### src/rtl/core/amma_pkg.sv
// amma_pkg: shared widths and handshake structs for the accelerometer magnitude core
// no dependencies; used by the shared multiplier, the ring and the top level

package amma_pkg;

  localparam int AXIS_W    = 8;   // one signed axis sample
  localparam int MAG_W     = 8;   // magnitude and smoothed value
  localparam int SUM_W     = 16;  // sum of squares, at most 49152
  localparam int TOTAL_W   = 12;  // running ring total
  localparam int OPA_W     = 12;  // shared unit operand a
  localparam int OPB_W     = 17;  // shared unit operand b (holds the reciprocal)
  localparam int PROD_W    = OPA_W + OPB_W;
  localparam int DIV_SHIFT = 16;  // reciprocal scale, 2**16
  localparam int MAG_MAX   = 221; // floor sqrt of 3 * 128 * 128

  typedef struct packed {
    logic [OPA_W-1:0] a;
    logic [OPB_W-1:0] b;
    logic [SUM_W-1:0] lim;
  } mul_req_t;

  typedef struct packed {
    logic [PROD_W-1:0] prod;
    logic              le;
  } mul_rsp_t;

endpackage

### src/rtl/core/amma_mul.sv
// amma_mul: shared multiply and compare unit of the magnitude core
// depends on amma_pkg for the request and response structs

module amma_mul (
  input  amma_pkg::mul_req_t req,
  output amma_pkg::mul_rsp_t rsp
);

  logic [amma_pkg::PROD_W-1:0] prod;

  // product, then test against the limit (square root trial and mean correction)
  assign prod     = amma_pkg::PROD_W'(req.a) * amma_pkg::PROD_W'(req.b);
  assign rsp.prod = prod;
  assign rsp.le   = (prod <= amma_pkg::PROD_W'(req.lim));

endmodule

### src/rtl/core/amma_ring.sv
// amma_ring: ring of the last WINDOW magnitudes with its write slot and running total
// depends on amma_pkg for the widths

module amma_ring #(
  parameter int WINDOW = 10
) (
  input  logic                         clk,
  input  logic                         rst,
  input  logic                         wr_en,
  input  logic [amma_pkg::MAG_W-1:0]   wr_mag,
  output logic [amma_pkg::TOTAL_W-1:0] total
);

  localparam int SLOT_W = (WINDOW > 1) ? $clog2(WINDOW) : 1;
  localparam logic [SLOT_W-1:0] SLOT_LAST = SLOT_W'(WINDOW - 1);

  logic [amma_pkg::MAG_W-1:0] ring [WINDOW];
  logic [SLOT_W-1:0]          slot;
  logic [amma_pkg::MAG_W-1:0] oldest;

  assign oldest = ring[slot];

  always_ff @(posedge clk) begin
    if (rst) begin
      for (int k = 0; k < WINDOW; k++) begin
        ring[k] <= '0;
      end
      slot  <= '0;
      total <= '0;
    end else if (wr_en) begin
      ring[slot] <= wr_mag;
      // total stays at most WINDOW * 221, no wrap while that fits in TOTAL_W bits
      total <= total - amma_pkg::TOTAL_W'(oldest) + amma_pkg::TOTAL_W'(wr_mag);
      if (slot == SLOT_LAST) begin
        slot <= '0;
      end else begin
        slot <= slot + SLOT_W'(1);
      end
    end
  end

endmodule

### src/rtl/core/accel_magnitude_moving_average_core.sv
// accel_magnitude_moving_average_core: top level of the accelerometer magnitude filter
// depends on amma_pkg, amma_mul (shared multiplier) and amma_ring (magnitude ring)

// usage
//   input stream s_axis: one word per three-axis sample, signed 8-bit x, y, z
//   output stream m_axis: one word per sample, magnitude and moving-average mean
//   each sample is worked by a small sequencer around one shared multiplier:
//     squaring and summing, square root (one result bit per cycle, trial
//     squared and compared), ring update, reciprocal multiply for the mean,
//     quotient correction, then the load of the output register
//   s_axis_tready is high only while the sequencer is idle, so a new sample is
//   taken only once the last one is through the sequencer
//   a held output word stalls the sequencer in its last step until it is taken,
//   a new sample is still accepted while the last result waits
//   mean = floor(total / WINDOW) over all WINDOW ring entries, unwritten ones zero
//   reset (rst, synchronous) clears the ring, slot, total and the output valid

module accel_magnitude_moving_average_core #(
  parameter int WINDOW = 10
) (
  input  logic        clk,
  input  logic        rst,
  input  logic        s_axis_tvalid,
  output logic        s_axis_tready,
  input  logic [23:0] s_axis_tdata,  // axis_x [7:0], axis_y [15:8], axis_z [23:16]
  output logic        m_axis_tvalid,
  input  logic        m_axis_tready,
  output logic [15:0] m_axis_tdata   // magnitude [7:0], smoothed [15:8]
);

  localparam int AW = amma_pkg::AXIS_W;
  localparam int MW = amma_pkg::MAG_W;

  // reciprocal of the window, estimate is exact or one low
  localparam logic [amma_pkg::OPB_W-1:0] RECIP =
    amma_pkg::OPB_W'((1 << amma_pkg::DIV_SHIFT) / WINDOW);

  typedef enum logic [6:0] {
    ST_IDLE   = 7'b0000001,
    ST_SQUARE = 7'b0000010,
    ST_ROOT   = 7'b0000100,
    ST_RING   = 7'b0001000,
    ST_DIV    = 7'b0010000,
    ST_FIX    = 7'b0100000,
    ST_DONE   = 7'b1000000
  } state_t;

  localparam logic [1:0] SQ_X    = 2'd0;
  localparam logic [1:0] SQ_Y    = 2'd1;
  localparam logic [1:0] SQ_LAST = 2'd2;

  state_t state;
  logic   out_valid;

  // datapath registers
  logic [AW-1:0]                  axis_x, axis_y, axis_z;
  logic [1:0]                     sq_cnt;
  logic [amma_pkg::SUM_W-1:0]     sum;
  logic [MW-1:0]                  root;
  logic [MW-1:0]                  root_bit;
  logic [MW-1:0]                  q_est;
  logic [MW-1:0]                  quot;
  logic [MW-1:0]                  out_mag;
  logic [MW-1:0]                  out_smooth;

  logic [AW-1:0]                  axis_sel;
  logic [AW-1:0]                  axis_mag;
  logic [MW-1:0]                  root_trial;
  logic [MW:0]                    q_plus;
  logic [amma_pkg::TOTAL_W-1:0]   total;
  amma_pkg::mul_req_t             mul_req;
  amma_pkg::mul_rsp_t             mul_rsp;

  assign s_axis_tready = (state == ST_IDLE);
  assign m_axis_tvalid = out_valid;
  assign m_axis_tdata  = {out_smooth, out_mag};

  // axis under squaring and its absolute value (-128 gives 128)
  always_comb begin
    unique case (sq_cnt)
      SQ_X:    axis_sel = axis_x;
      SQ_Y:    axis_sel = axis_y;
      default: axis_sel = axis_z;
    endcase
  end

  assign axis_mag   = axis_sel[AW-1] ? (~axis_sel + AW'(1)) : axis_sel;
  assign root_trial = root | root_bit;
  assign q_plus     = {1'b0, q_est} + (MW+1)'(1);

  // operand selection for the shared unit
  always_comb begin
    mul_req = '0;
    unique case (state)
      ST_SQUARE: begin
        mul_req.a = amma_pkg::OPA_W'(axis_mag);
        mul_req.b = amma_pkg::OPB_W'(axis_mag);
      end
      ST_ROOT: begin
        mul_req.a   = amma_pkg::OPA_W'(root_trial);
        mul_req.b   = amma_pkg::OPB_W'(root_trial);
        mul_req.lim = sum;
      end
      ST_DIV: begin
        mul_req.a = total;
        mul_req.b = RECIP;
      end
      ST_FIX: begin
        mul_req.a   = amma_pkg::OPA_W'(q_plus);
        mul_req.b   = amma_pkg::OPB_W'(WINDOW);
        mul_req.lim = amma_pkg::SUM_W'(total);
      end
      default: ;
    endcase
  end

  amma_mul u_mul (
    .req (mul_req),
    .rsp (mul_rsp)
  );

  amma_ring #(
    .WINDOW (WINDOW)
  ) u_ring (
    .clk    (clk),
    .rst    (rst),
    .wr_en  (state == ST_RING),
    .wr_mag (root),
    .total  (total)
  );

  // sequencer and output valid
  always_ff @(posedge clk) begin
    if (rst) begin
      state     <= ST_IDLE;
      out_valid <= 1'b0;
    end else begin
      // a new word loads as the old one leaves, otherwise a taken word clears valid
      if ((state == ST_DONE) && (!out_valid || m_axis_tready)) begin
        out_valid <= 1'b1;
      end else if (m_axis_tvalid && m_axis_tready) begin
        out_valid <= 1'b0;
      end
      unique case (state)
        ST_IDLE: begin
          if (s_axis_tvalid) begin
            state <= ST_SQUARE;
          end
        end
        ST_SQUARE: begin
          if (sq_cnt == SQ_LAST) begin
            state <= ST_ROOT;
          end
        end
        ST_ROOT: begin
          if (root_bit[0]) begin
            state <= ST_RING;
          end
        end
        ST_RING: state <= ST_DIV;
        ST_DIV:  state <= ST_FIX;
        ST_FIX:  state <= ST_DONE;
        ST_DONE: begin
          // wait here while the previous word is still held
          if (!out_valid || m_axis_tready) begin
            state <= ST_IDLE;
          end
        end
        default: state <= ST_IDLE;
      endcase
    end
  end

  // datapath
  always_ff @(posedge clk) begin
    unique case (state)
      ST_IDLE: begin
        if (s_axis_tvalid) begin
          axis_x   <= s_axis_tdata[AW-1:0];
          axis_y   <= s_axis_tdata[2*AW-1:AW];
          axis_z   <= s_axis_tdata[3*AW-1:2*AW];
          sq_cnt   <= SQ_X;
          sum      <= '0;
          root     <= '0;
          root_bit <= {1'b1, {(MW-1){1'b0}}};
        end
      end
      ST_SQUARE: begin
        sum    <= sum + mul_rsp.prod[amma_pkg::SUM_W-1:0];
        sq_cnt <= sq_cnt + 2'd1;
      end
      ST_ROOT: begin
        // keep the trial bit when its square still fits under the sum
        if (mul_rsp.le) begin
          root <= root_trial;
        end
        root_bit <= root_bit >> 1;
      end
      ST_DIV: begin
        q_est <= mul_rsp.prod[amma_pkg::DIV_SHIFT +: MW];
      end
      ST_FIX: begin
        quot <= mul_rsp.le ? q_plus[MW-1:0] : q_est;
      end
      ST_DONE: begin
        if (!out_valid || m_axis_tready) begin
          out_mag    <= root;
          out_smooth <= quot;
        end
      end
      default: ;
    endcase
  end

endmodule

### config.mk
export PLATFORM = sky130hd
export DESIGN_NAME = accel_magnitude_moving_average_core
export DESIGN_NICKNAME = d
export VERILOG_FILES = /design/src/rtl/core/amma_pkg.sv /design/src/rtl/core/amma_mul.sv /design/src/rtl/core/amma_ring.sv /design/src/rtl/core/accel_magnitude_moving_average_core.sv
export SDC_FILE = /design/constraint.sdc
export NUM_CORES = 1
export LEC_CHECK = 0
export BUFFER_PORTS_ARGS = -buffer_cell sky130_fd_sc_hd__buf_2
export CAP_MARGIN = 20
export CORE_MARGIN = 5
export CORE_UTILIZATION = 45
export CTS_CLUSTER_DIAMETER = 50
export DETAILED_ROUTE_END_ITERATION = 8
export SLEW_MARGIN = 20
export SYNTH_ARGS = -nofsm -noshare
export SYNTH_HDL_FRONTEND = slang
export SYNTH_SLANG_ARGS = --single-unit
### constraint.sdc
create_clock -name clk -period 10.5 [get_ports clk]
set_clock_uncertainty 0.05 [all_clocks]
set_input_delay 1.575 -clock clk [delete_from_list [all_inputs] [get_ports clk]]
set_output_delay 1.575 -clock clk [all_outputs]
set_load 0.03 [all_outputs]
==> Flow_metrics.wiki, run 1 <==
{| class="wikitable"
! Metric !! Value
|-
| Relative contribution of combinational cells to total power || between 10% and 20%
|-
| Worst setup path class || reg2reg
|-
| Syn Area/Cell || approximately 11 um^2
|-
| Wire per inst || around 19 um
|-
| Cell seen most often among critical-path stages || sky130_fd_sc_hd__inv_1
|-
| Number of DRC violations after detailed-routing iteration 0 || a little over 700
|-
| Wire length of the first global-routing pass || 60750 um
|-
| Unrepaired setup endpoints after global routing || no
|-
| Count of flip-flops with a built-in enable after synthesis || between 200 and 250
|-
| Number of max-slew violations in the final report || 0
|-
| IR Drop Worst-Case VDD || approximately 170 uV
|-
| Max stage delay cell, worst path || sky130_fd_sc_hd__fa_1
|-
| Filler cell count || 3219
|-
| Finished Layout Cells || 1971
|-
| Source-to-sink clock delay at the later pin of the worst-skew pair || between 0.5 and 0.6 ns
|-
| Most common cell after layout, fill and taps aside || sky130_fd_sc_hd__edfxtp_1
|-
| Buffers from clock root to sink, at most || 3
|-
| Number of placed instances, taps included || about 1900
|-
| Number of instances resized during post-cts repair || 0
|-
| Non-Filler Cell Area, Final || around 18000 um^2
|-
| Antenna Nets Post-Route || 0
|-
| Clock transition at the registers of the reported paths || 0.06 ns
|-
| Worst setup slack for register-to-register paths || 0.86 ns
|-
| Leading cell types in the layout, fill and taps excluded || sky130_fd_sc_hd__edfxtp_1 (218), sky130_fd_sc_hd__inv_1 (200), sky130_fd_sc_hd__nor2_1 (154)
|-
| Synthesized instance count || between 1000 and 1500
|-
| Total clock buffers created by CTS || 30
|-
| Total Nets Final || 1737
|-
| Crit path DAT || about 9.9 ns
|-
| Hold Buf Count CTS || 0
|-
| Crit path largest cell delay || about 0.54 ns
|-
| Capture instance of the worst register-to-register path || root[5]$_SDFFCE_PP0P_
|-
| Yosys Warn Count || 0
|-
| Static power due to leakage || 0.007636 uW
|-
| Die area || between 40000 and 50000 um^2
|-
| Maximum fanout count along the critical path || 9
|-
| TritonCTS clock tree || done
|-
| Pre-CTS WS || just under 1 ns
|-
| Area overhead of the layout relative to synthesis || 11.47%
|-
| Number of distinct library cells after synthesis || ~80
|-
| Reg2Reg Depth || 38
|-
| DP HPWL || between 20000 and 30000 um
|-
| Worst min-delay path class || reg2reg
|-
| Max frequency || between 100 and 150 MHz
|-
| Registers with the most flip-flops || u_ring.ring x128, sum x16, u_ring.total x12
|-
| Total wirelength of the detailed-routed design || 37880 um
|-
| Routed via count || about 11000
|-
| Number of top-level pins || between 40 and 50
|-
| Type of origin of the critical path || register
|-
| Die outline height || 200.7 um
|-
| # setup viols final || 0
|-
| Final Hold Fails || 0
|-
| Number of flip-flops in the largest register || approximately 130
|-
| Area of the mapped netlist || roughly 16000 um^2
|-
| Setup TNS || 0 ns
|-
| Routability Congestion || 0.8837
|-
| Number of buffers added for setup after CTS || 0
|-
| Largest register by flop count || u_ring.ring
|-
| Net switching power figure || ~820 uW
|-
| Via count of the first global-routing pass || 10850
|-
| Crit path launch || sq_cnt[0]$_SDFFCE_PN0P_
|-
| Seq/Total Area, Yosys || 43.42%
|-
| Sw Share || between 20 and 30%
|-
| Core ar. || about 36000 um^2
|-
| Worst-case setup margin in the final layout || between 0.8 and 0.9 ns
|-
| Crit path to || root[5]$_SDFFCE_PP0P_
|-
| Most used flip-flop cell after synthesis || sky130_fd_sc_hd__edfxtp_1
|-
| Portion of synthesized cell area occupied by the leading cell type || about two fifths
|-
| Worst-case headroom to the max-slew limit || between 20% and 30%
|-
| Number of sinks driven by the clock tree || 246
|-
| Area post-placement || 17180 um^2
|-
| Maximum capacitance violations || 0
|-
| Start of the worst register-to-register path || sq_cnt[0]$_SDFFCE_PN0P_
|-
| Fin crit share || 91.85%
|-
| Part of the power in the clock network || between 30 and 40%
|-
| Overall die width || about 200 um
|-
| Data required time at the worst endpoint || around 11 ns
|-
| Number of diodes || 0
|-
| Starting density of the core || 45.80%
|-
| Internal power component || between 2000 and 2500 uW
|-
| Share of power burned in registers || 41.7%
|-
| Fraction of layout cells with a size suffix above 1 || between 10% and 20%
|-
| Ranking of synthesized cells by area || sky130_fd_sc_hd__edfxtp_1 (40%), sky130_fd_sc_hd__fa_1 (12%), sky130_fd_sc_hd__ha_1 (9.7%), sky130_fd_sc_hd__mux4_2 (5.5%), sky130_fd_sc_hd__inv_1 (4.6%)
|-
| Root buffer selected by CTS || sky130_fd_sc_hd__clkbuf_16
|-
| Async set-or-reset flop fraction in the synthesized netlist || 0%
|-
| Buffers on Ports || 45
|-
| Row count || slightly below 70
|-
| First drt pass iteration count || 5
|-
| Cell type with the largest total area after synthesis || sky130_fd_sc_hd__edfxtp_1
|-
| Seq cells post-synth || 246
|-
| Number of H-tree levels || 1
|-
| Maximum number of pins on one net before global-route repair || 33
|-
| Least-Margin Pin Slew || 1.105 ns
|-
| Capturing element type of the critical path || register
|-
| Final critical delay including setup and external delays || 9.644 ns
|-
| Tightest hold margin || around 0.37 ns
|-
| DRC violation count after routing || 0
|-
| Power density over the cells || around 160 nW/um^2
|-
| Antenna violations before repair || 1
|-
| Global-route usage over all layers || a little under a fifth
|-
| Congestion Overflow GR || 0
|-
| Vias per std cell || around 5.4
|-
| Result of the run || completed
|}
[worst min-delay path by stage]
stage                           start                      end  slack, ns  cells after the start
floorplan           quot[0]$_DFFE_PP_  out_smooth[0]$_DFFE_PP_       0.35                      0
global placement    quot[3]$_DFFE_PP_  out_smooth[3]$_DFFE_PP_       0.36                      0
detailed placement  quot[0]$_DFFE_PP_  out_smooth[0]$_DFFE_PP_       0.35                      0
CTS                 quot[3]$_DFFE_PP_  out_smooth[3]$_DFFE_PP_       0.37                      0
global route        quot[0]$_DFFE_PP_  out_smooth[0]$_DFFE_PP_       0.37                      0
finish              quot[3]$_DFFE_PP_  out_smooth[3]$_DFFE_PP_       0.37                      0
[power groups by stage]
stage / sequential, uW / combinational (uW) / clock (uW)
CTS: 1180 / 563 / 1110
detailed placement: 1200 / 558 / 0
floorplan: 1180 / 428 / 0
global placement: 1200 / 550 / 0
global route: 1190 / 632 / 1160
finish: 1180 / 561 / 1090
[synthesized netlist by cell type, drive strengths merged (10+ instances only)]
cell    number
fa          95
o21ai       23
nand3       18
a211oi      10
xnor2       29
dfxtp       28
nand2      104
nor2       154
nor2b       17
a21o        17
inv        201
a22oi       11
mux4        40
edfxtp     218
and2        32
nor3        30
and3        15
ha         127
xor2        27
a21oi       51
clkbuf      37
nand2b      11
[layer usage]
| layer | up-vias | part of all wire [%] | GRT usage [%] |
|---|---|---|---|
| li1 | 5078 | - | - |
| met2 | 275 | 44 | 28.67 |
| met3 | 49 | 6.0 | 2.940 |
| met1 | 5277 | 48 | 28.80 |
| met5 | - | 0.021 | 0 |
| met4 | 2 | 1.9 | 4.056 |
[cell type report]
type                    count  area [um^2]  area share (%)
inverters                 201        754.5           4.135
well taps                 461        576.8           3.161
flip-flops and latches    246         7108           38.96
multi-input cells         947         8394           46.01
clock inverters            21        300.3           1.646
repair buffers             61        345.3           1.893
clock buffers              34        765.7           4.197
[logic make-up (layout without fill, tap and decap cells)]
family	count (synthesis)	count (layout)	synth area share (%)
simple gates	428	428	12.90
other cells	2	15	0.04588
flops	246	246	43.42
buf+inv	244	317	5.595
mux	42	42	5.634
xor+xnor	56	56	3.157
fa+ha+maj	222	222	21.33
compound gates	184	184	7.927
[metrics by stage]
stage / util, % / total power, uW
2_1_floorplan: - / 1606
3_3_place_gp: 48.06 / 1753
3_5_place_dp: 48.06 / 1763
4_1_cts: 51.05 / 2856
5_1_grt: 51.05 / 2980
6_report: 51.05 / 2837
[critical path, delay by kind of cell, from the launching register on]
family / cells / cell delay [ns]
adders and majority gates: 9 / 3.65
AOI/OAI and AO/OA: 12 / 2.77
and+or+nand+nor: 7 / 1.30
buffers and inverters: 8 / 0.77
DFF: 1 / 0.41
xor gates and xnor gates: 2 / 0.35
Power figures use the tool's default switching activity.
==> run 2, diff against run 1 <==
RECOVER_POWER = 25   (was not set)
==> run 2 against run 1 <==
Net effect: critical path depth unchanged; die area stayed put; critical path type unchanged; final cell count unchanged; worst hold slack barely moved; flip-flop and latch count did not move; highest routed layer unchanged; via count rose by 0.27%; sequential power about the same; wire length increased by 0.13%; combinational power about the same; global-route usage is the same; total power about the same.
==> Flow_metrics.wiki, run 2 (same netlist as run 1, synthesis figures left out) <==
{| class="wikitable"
! Metric !! Value
|-
| Antenna violations before repair || 1
|-
| Maximum fanout count along the critical path || 9
|-
| Worst min-delay path class || reg2reg
|-
| Final core occ || 50.96%
|-
| Overall die width || ~200 um
|-
| Starting density of the core || between 40% and 50%
|-
| Wire per inst || between 15 and 20 um
|-
| Routability Congestion || about 0.88
|-
| Internal power component || between 2000 and 2500 uW
|-
| Routed via count || roughly 11000
|-
| Number of sinks driven by the clock tree || about 250
|-
| TritonCTS clock tree || done
|-
| Number of diodes || 0
|-
| Row count || 69
|-
| Number of buffers added for setup after CTS || 0
|-
| Maximum number of pins on one net before global-route repair || 33
|-
| Result of the run || completed
|-
| Registers with the most flip-flops || u_ring.ring x128, sum x16, u_ring.total x12
|-
| Max frequency || around 100 MHz
|-
| DP HPWL || 29120 um
|-
| Area overhead of the layout relative to synthesis || 11.27%
|-
| Antenna Nets Post-Route || 0
|-
| Vias per std cell || ~5.4
|-
| Source-to-sink clock delay at the later pin of the worst-skew pair || ~0.58 ns
|-
| Crit path largest cell delay || between 0.5 and 0.6 ns
|-
| Wire length of the first global-routing pass || 60750 um
|-
| Largest register by flop count || u_ring.ring
|-
| Clock transition at the registers of the reported paths || 0.06 ns
|-
| Number of instances resized during post-cts repair || 0
|-
| Fin crit share || slightly above 90%
|-
| Sw Share || 29.09%
|-
| Global-route usage over all layers || approximately a fifth
|-
| Max stage delay cell, worst path || sky130_fd_sc_hd__fa_1
|-
| Worst-case headroom to the max-slew limit || 10.90%
|-
| Data required time at the worst endpoint || ~11 ns
|-
| Die area || approximately 40000 um^2
|-
| Die outline height || 200.7 um
|-
| Maximum capacitance violations || 0
|-
| Via count of the first global-routing pass || 10850
|-
| Relative contribution of combinational cells to total power || about a fifth
|-
| Total wirelength of the detailed-routed design || about 38000 um
|-
| Number of H-tree levels || 1
|-
| Leading cell types in the layout, fill and taps excluded || sky130_fd_sc_hd__edfxtp_1 (218), sky130_fd_sc_hd__inv_1 (201), sky130_fd_sc_hd__nor2_1 (154)
|-
| Power density over the cells || about 160 nW/um^2
|-
| Total Nets Final || about 1700
|-
| Final Hold Fails || 0
|-
| IR Drop Worst-Case VDD || roughly 170 uV
|-
| Share of power burned in registers || 41.7%
|-
| Setup TNS || 0 ns
|-
| Final critical delay including setup and external delays || between 9 and 10 ns
|-
| Hold path startpoint || quot[3]$_DFFE_PP_
|-
| Capturing element type of the critical path || register
|-
| Least-Margin Pin Slew || approximately 1.3 ns
|-
| Buffers from clock root to sink, at most || 3
|-
| Part of the power in the clock network || 38.6%
|-
| Unrepaired setup endpoints after global routing || no
|-
| Cell seen most often among critical-path stages || sky130_fd_sc_hd__inv_1
|-
| Number of max-slew violations in the final report || 0
|-
| Total clock buffers created by CTS || 30
|-
| Number of top-level pins || 46
|-
| DRC violation count after routing || 0
|-
| First drt pass iteration count || 5
|-
| Fraction of layout cells with a size suffix above 1 || between 10 and 15%
|-
| Number of flip-flops in the largest register || 128
|-
| Start of the worst register-to-register path || sq_cnt[0]$_SDFFCE_PN0P_
|-
| Hold Buf Count CTS || 0
|-
| Crit path DAT || about 9.8 ns
|-
| Congestion Overflow GR || 0
|-
| Core ar. || 35740 um^2
|-
| # setup viols final || 0
|-
| Worst setup path class || reg2reg
|-
| Number of DRC violations after detailed-routing iteration 0 || 740
|-
| Root buffer selected by CTS || sky130_fd_sc_hd__clkbuf_16
|-
| Tightest hold margin || 0.3655 ns
|-
| Buffers on Ports || 45
|-
| Crit path launch || sq_cnt[0]$_SDFFCE_PN0P_
|-
| Most common cell after layout, fill and taps aside || sky130_fd_sc_hd__edfxtp_1
|-
| Static power due to leakage || between 0.007 and 0.008 uW
|-
| Type of origin of the critical path || register
|-
| Net switching power figure || around 830 uW
|}
-- run 2: cell count changes in the layout (fill, tap and decap cells not counted), sizes merged --
cell / change
buf: -10
clkbuf: +10
-- run 2: final timing paths --
kind / to / slack (ns) / cells past startpoint
worst max-delay path: root[5]$_SDFFCE_PP0P_ / 0.88 / 38
worst min-delay path: out_smooth[3]$_DFFE_PP_ / 0.37 / 0
worst max register to register: root[5]$_SDFFCE_PP0P_ / 0.88 / 38
worst min register to register: out_smooth[3]$_DFFE_PP_ / 0.37 / 0
-- run 2: cell type report --
class | count | area (um^2)
fillers | 3224 | 17530
multi-input cells | 947 | 8389
flip-flops and latches | 246 | 7108
clock buffers | 34 | 765.7
inverters | 201 | 754.5
well taps | 461 | 576.8
repair buffers | 61 | 317.8
clock inverters | 21 | 300.3
-- run 2: power by group through the flow --
stage / logic, uW / clock network [uW] / registers [uW]
2_1_floorplan: 428 / 0 / 1180
3_3_place_gp: 550 / 0 / 1200
3_5_place_dp: 558 / 0 / 1200
4_1_cts: 563 / 1110 / 1180
5_1_grt: 631 / 1160 / 1190
6_report: 559 / 1090 / 1180
-- run 2: per-stage QoR --
step	instance area [um^2]	cells	setup WS [ns]	total power, uW
finish	18210	1971	0.8761	2836
global route	18210	1971	0.3220	2979
CTS	18250	1971	0.9255	2856
detailed placement	17180	1916	0.9663	1763
global placement	17180	1916	1.261	1753
floorplan	16420	1437	1.757	1606
-- run 2: critical path: cells and delay by family, from the launching register on --
kind                       cells  cell delay (ns)
buffers and inverters          8             0.80
DFF                            1             0.41
xor gates and xnor gates       2             0.34
adders and majority gates      9             3.66
and+or+nand+nor                7             1.27
AOI/OAI and AO/OA             12             2.75
-- run 2: per-layer routing --
| layer | global-route usage (%) | vias to the layer above | part of all wire (%) |
|---|---|---|---|
| li1 | - | 5083 | - |
| met1 | 28.80 | 5291 | 47 |
| met2 | 28.67 | 289 | 44 |
| met3 | 2.940 | 45 | 6.5 |
| met4 | 4.056 | 2 | 1.8 |
| met5 | 0 | - | 0.021 |
==> run 3, diff against run 2 <==
clock period = 8.55 ns   (was 10.5 ns; I/O delays follow)
==> run 3 against run 2 <==
Net effect: the flow now finishes with violations (negative setup slack); combinational power is 54% higher; worst hold slack better by 0.0017 ns; core utilization rose by 3.0 points; wire length increased by 3.0%; via count increased by 3.3%; worst setup slack worse by 1.0 ns; largest power group unchanged; first-iteration DRC count fell by 8.8%; highest routed layer unchanged.
==> Flow_metrics.wiki, run 3 (same netlist as run 1, synthesis figures left out) <==
{| class="wikitable"
! Metric !! Value
|-
| Result of the run || finished with violations
|-
| Failing checks || negative setup slack
|-
| DP HPWL || roughly 30000 um
|-
| Fraction of layout cells with a size suffix above 1 || a little over a fifth
|-
| Overall die width || around 200 um
|-
| Crit path to || root[1]$_SDFFCE_PP0P_
|-
| Worst min-delay path class || reg2reg
|-
| Number of DRC violations after detailed-routing iteration 0 || 675
|-
| Final critical delay including setup and external delays || a little under 9 ns
|-
| Maximum capacitance violations || 0
|-
| Least-Margin Pin Slew || approximately 1.2 ns
|-
| Row count || between 60 and 70
|-
| Max frequency || 114.9 MHz
|-
| Total power || 3641 uW
|-
| IR Drop Worst-Case VDD || approximately 150 uV
|-
| Vias per std cell || between 5 and 6
|-
| Unrepaired setup endpoints after global routing || yes
|-
| Total Nets Final || approximately 1800
|-
| Non-Filler Cell Area, Final || 19280 um^2
|-
| Wire length of the first global-routing pass || around 61000 um
|-
| Root buffer selected by CTS || sky130_fd_sc_hd__clkbuf_16
|-
| Die outline height || 200.7 um
|-
| Fin crit share || 101.8%
|-
| First drt pass iteration count || 5
|-
| Wire per inst || 18.98 um
|-
| Number of top-level pins || 46
|-
| Start of the worst register-to-register path || sq_cnt[0]$_SDFFCE_PN0P_
|-
| Congestion Overflow GR || 0
|-
| Number of max-slew violations in the final report || 0
|-
| Max stage delay cell, worst path || sky130_fd_sc_hd__fa_2
|-
| Die area || between 40000 and 50000 um^2
|-
| Final Hold Fails || 0
|-
| Number of H-tree levels || 1
|-
| Capturing element type of the critical path || register
|-
| # setup viols final || 13
|-
| Clock transition at the registers of the reported paths || ~0.06 ns
|-
| Total wirelength of the detailed-routed design || between 30000 and 40000 um
|-
| TritonCTS clock tree || done
|-
| Via count of the first global-routing pass || 10860
|-
| Largest register by flop count || u_ring.ring
|-
| Setup TNS || -1.537 ns
|-
| Data required time at the worst endpoint || between 8 and 9 ns
|-
| Registers with the most flip-flops || u_ring.ring x128, sum x16, u_ring.total x12
|-
| Maximum number of pins on one net before global-route repair || 33
|-
| Worst setup path class || reg2reg
|-
| Worst setup slack for register-to-register paths || -0.15 ns
|-
| Capture instance of the worst register-to-register path || root[1]$_SDFFCE_PP0P_
|-
| Leading cell types in the layout, fill and taps excluded || sky130_fd_sc_hd__edfxtp_1 (218), sky130_fd_sc_hd__inv_1 (186), sky130_fd_sc_hd__nor2_1 (152)
|-
| Global-route usage over all layers || between 10% and 20%
|-
| Routed via count || approximately 11000
|-
| Worst-case headroom to the max-slew limit || 18.21%
|-
| Routability Congestion || roughly 0.90
|-
| Crit path launch || sq_cnt[0]$_SDFFCE_PN0P_
|-
| Crit path DAT || approximately 9.0 ns
|-
| Most common cell after layout, fill and taps aside || sky130_fd_sc_hd__edfxtp_1
|-
| Source-to-sink clock delay at the later pin of the worst-skew pair || about 0.59 ns
|-
| Finished Layout Cells || approximately 2100
|-
| Area overhead of the layout relative to synthesis || 17.82%
|-
| Antenna violations before repair || 3
|-
| Core ar. || approximately 36000 um^2
|-
| Number of flip-flops in the largest register || about 130
|-
| Maximum fanout count along the critical path || 8
|-
| Worst-case setup margin in the final layout || -0.1516 ns
|-
| Number of sinks driven by the clock tree || roughly 250
|-
| Buffers on Ports || 45
|-
| Crit path largest cell delay || ~0.56 ns
|-
| DRC violation count after routing || 0
|-
| Type of origin of the critical path || register
|-
| Hold Buf Count CTS || 0
|-
| Buffers from clock root to sink, at most || 3
|-
| Reg2Reg Depth || 37
|-
| Number of placed instances, taps included || between 1500 and 2000
|-
| Starting density of the core || between 40% and 50%
|-
| Power density over the cells || around 190 nW/um^2
|-
| Static power due to leakage || 0.008093 uW
|-
| Total clock buffers created by CTS || 30
|-
| Antenna Nets Post-Route || 0
|-
| Number of diodes || 0
|-
| Area post-placement || around 18000 um^2
|}
==> run 3: cell type report <==
class	count	area, um^2
inverters	201	757.0
repair buffers	150	1049
fillers	3168	16460
flip-flops and latches	246	7108
multi-input cells	947	8755
well taps	461	576.8
clock inverters	20	277.8
clock buffers	33	762.0
==> run 3: metal layers <==
| metal | GRT usage, % | share of wire, % | wire, um |
|---|---|---|---|
| met3 | 3.134 | 6.8 | 2644 |
| met1 | 28.94 | 47 | 18180 |
| met5 | 0 | 0.051 | 20 |
| met4 | 4.105 | 1.7 | 679 |
| met2 | 28.88 | 45 | 17530 |
==> run 3: how the worst min path moves through the flow <==
| stage | start | to | slack (ns) | cells after the start |
|---|---|---|---|---|
| floorplan | quot[0]$_DFFE_PP_ | out_smooth[0]$_DFFE_PP_ | 0.35 | 0 |
| global placement | quot[7]$_DFFE_PP_ | out_smooth[7]$_DFFE_PP_ | 0.35 | 0 |
| detailed placement | quot[5]$_DFFE_PP_ | out_smooth[5]$_DFFE_PP_ | 0.36 | 0 |
| CTS | quot[4]$_DFFE_PP_ | out_smooth[4]$_DFFE_PP_ | 0.37 | 0 |
| global route | quot[4]$_DFFE_PP_ | out_smooth[4]$_DFFE_PP_ | 0.37 | 0 |
| finish | quot[4]$_DFFE_PP_ | out_smooth[4]$_DFFE_PP_ | 0.37 | 0 |
==> run 3: power by group <==
| group | switching (uW) | total [uW] | internal (uW) | leakage, uW |
|---|---|---|---|---|
| sequential | 54.5 | 1450 | 1400 | 0.00224 |
| combinational | 478 | 860 | 382 | 0.00535 |
| clock | 525 | 1330 | 802 | 0.000508 |
==> run 3: through the flow <==
stage / worst slack, ns / hold slack, ns / utilization [%]
finish: -0.1516 / 0.3672 / 53.96
global placement: -0.09297 / 0.3549 / 49.73
global route: -0.4439 / 0.3738 / 53.96
floorplan: 0.005278 / 0.3503 / -
detailed placement: -0.1838 / 0.3579 / 49.73
CTS: 0.009931 / 0.3714 / 52.93
==> run 3: critical path, delay by kind of cell (launching register included) <==
| family | cells | cell delay [ns] |
|---|---|---|
| buffers and inverters | 8 | 0.96 |
| adder cells (fa/ha/maj) | 8 | 3.11 |
| AO/OA/AOI/OAI | 6 | 1.18 |
| XOR/XNOR | 2 | 0.43 |
| flip-flops | 1 | 0.42 |
| AND/OR/NAND/NOR | 13 | 2.25 |
==> run 3: repair_timing <==
item	4_1_cts	5_1_grt
buffers inserted	2	12
pin swaps	2	71
endpoints found under the setup margin	16	18
gates resized for setup	18	73
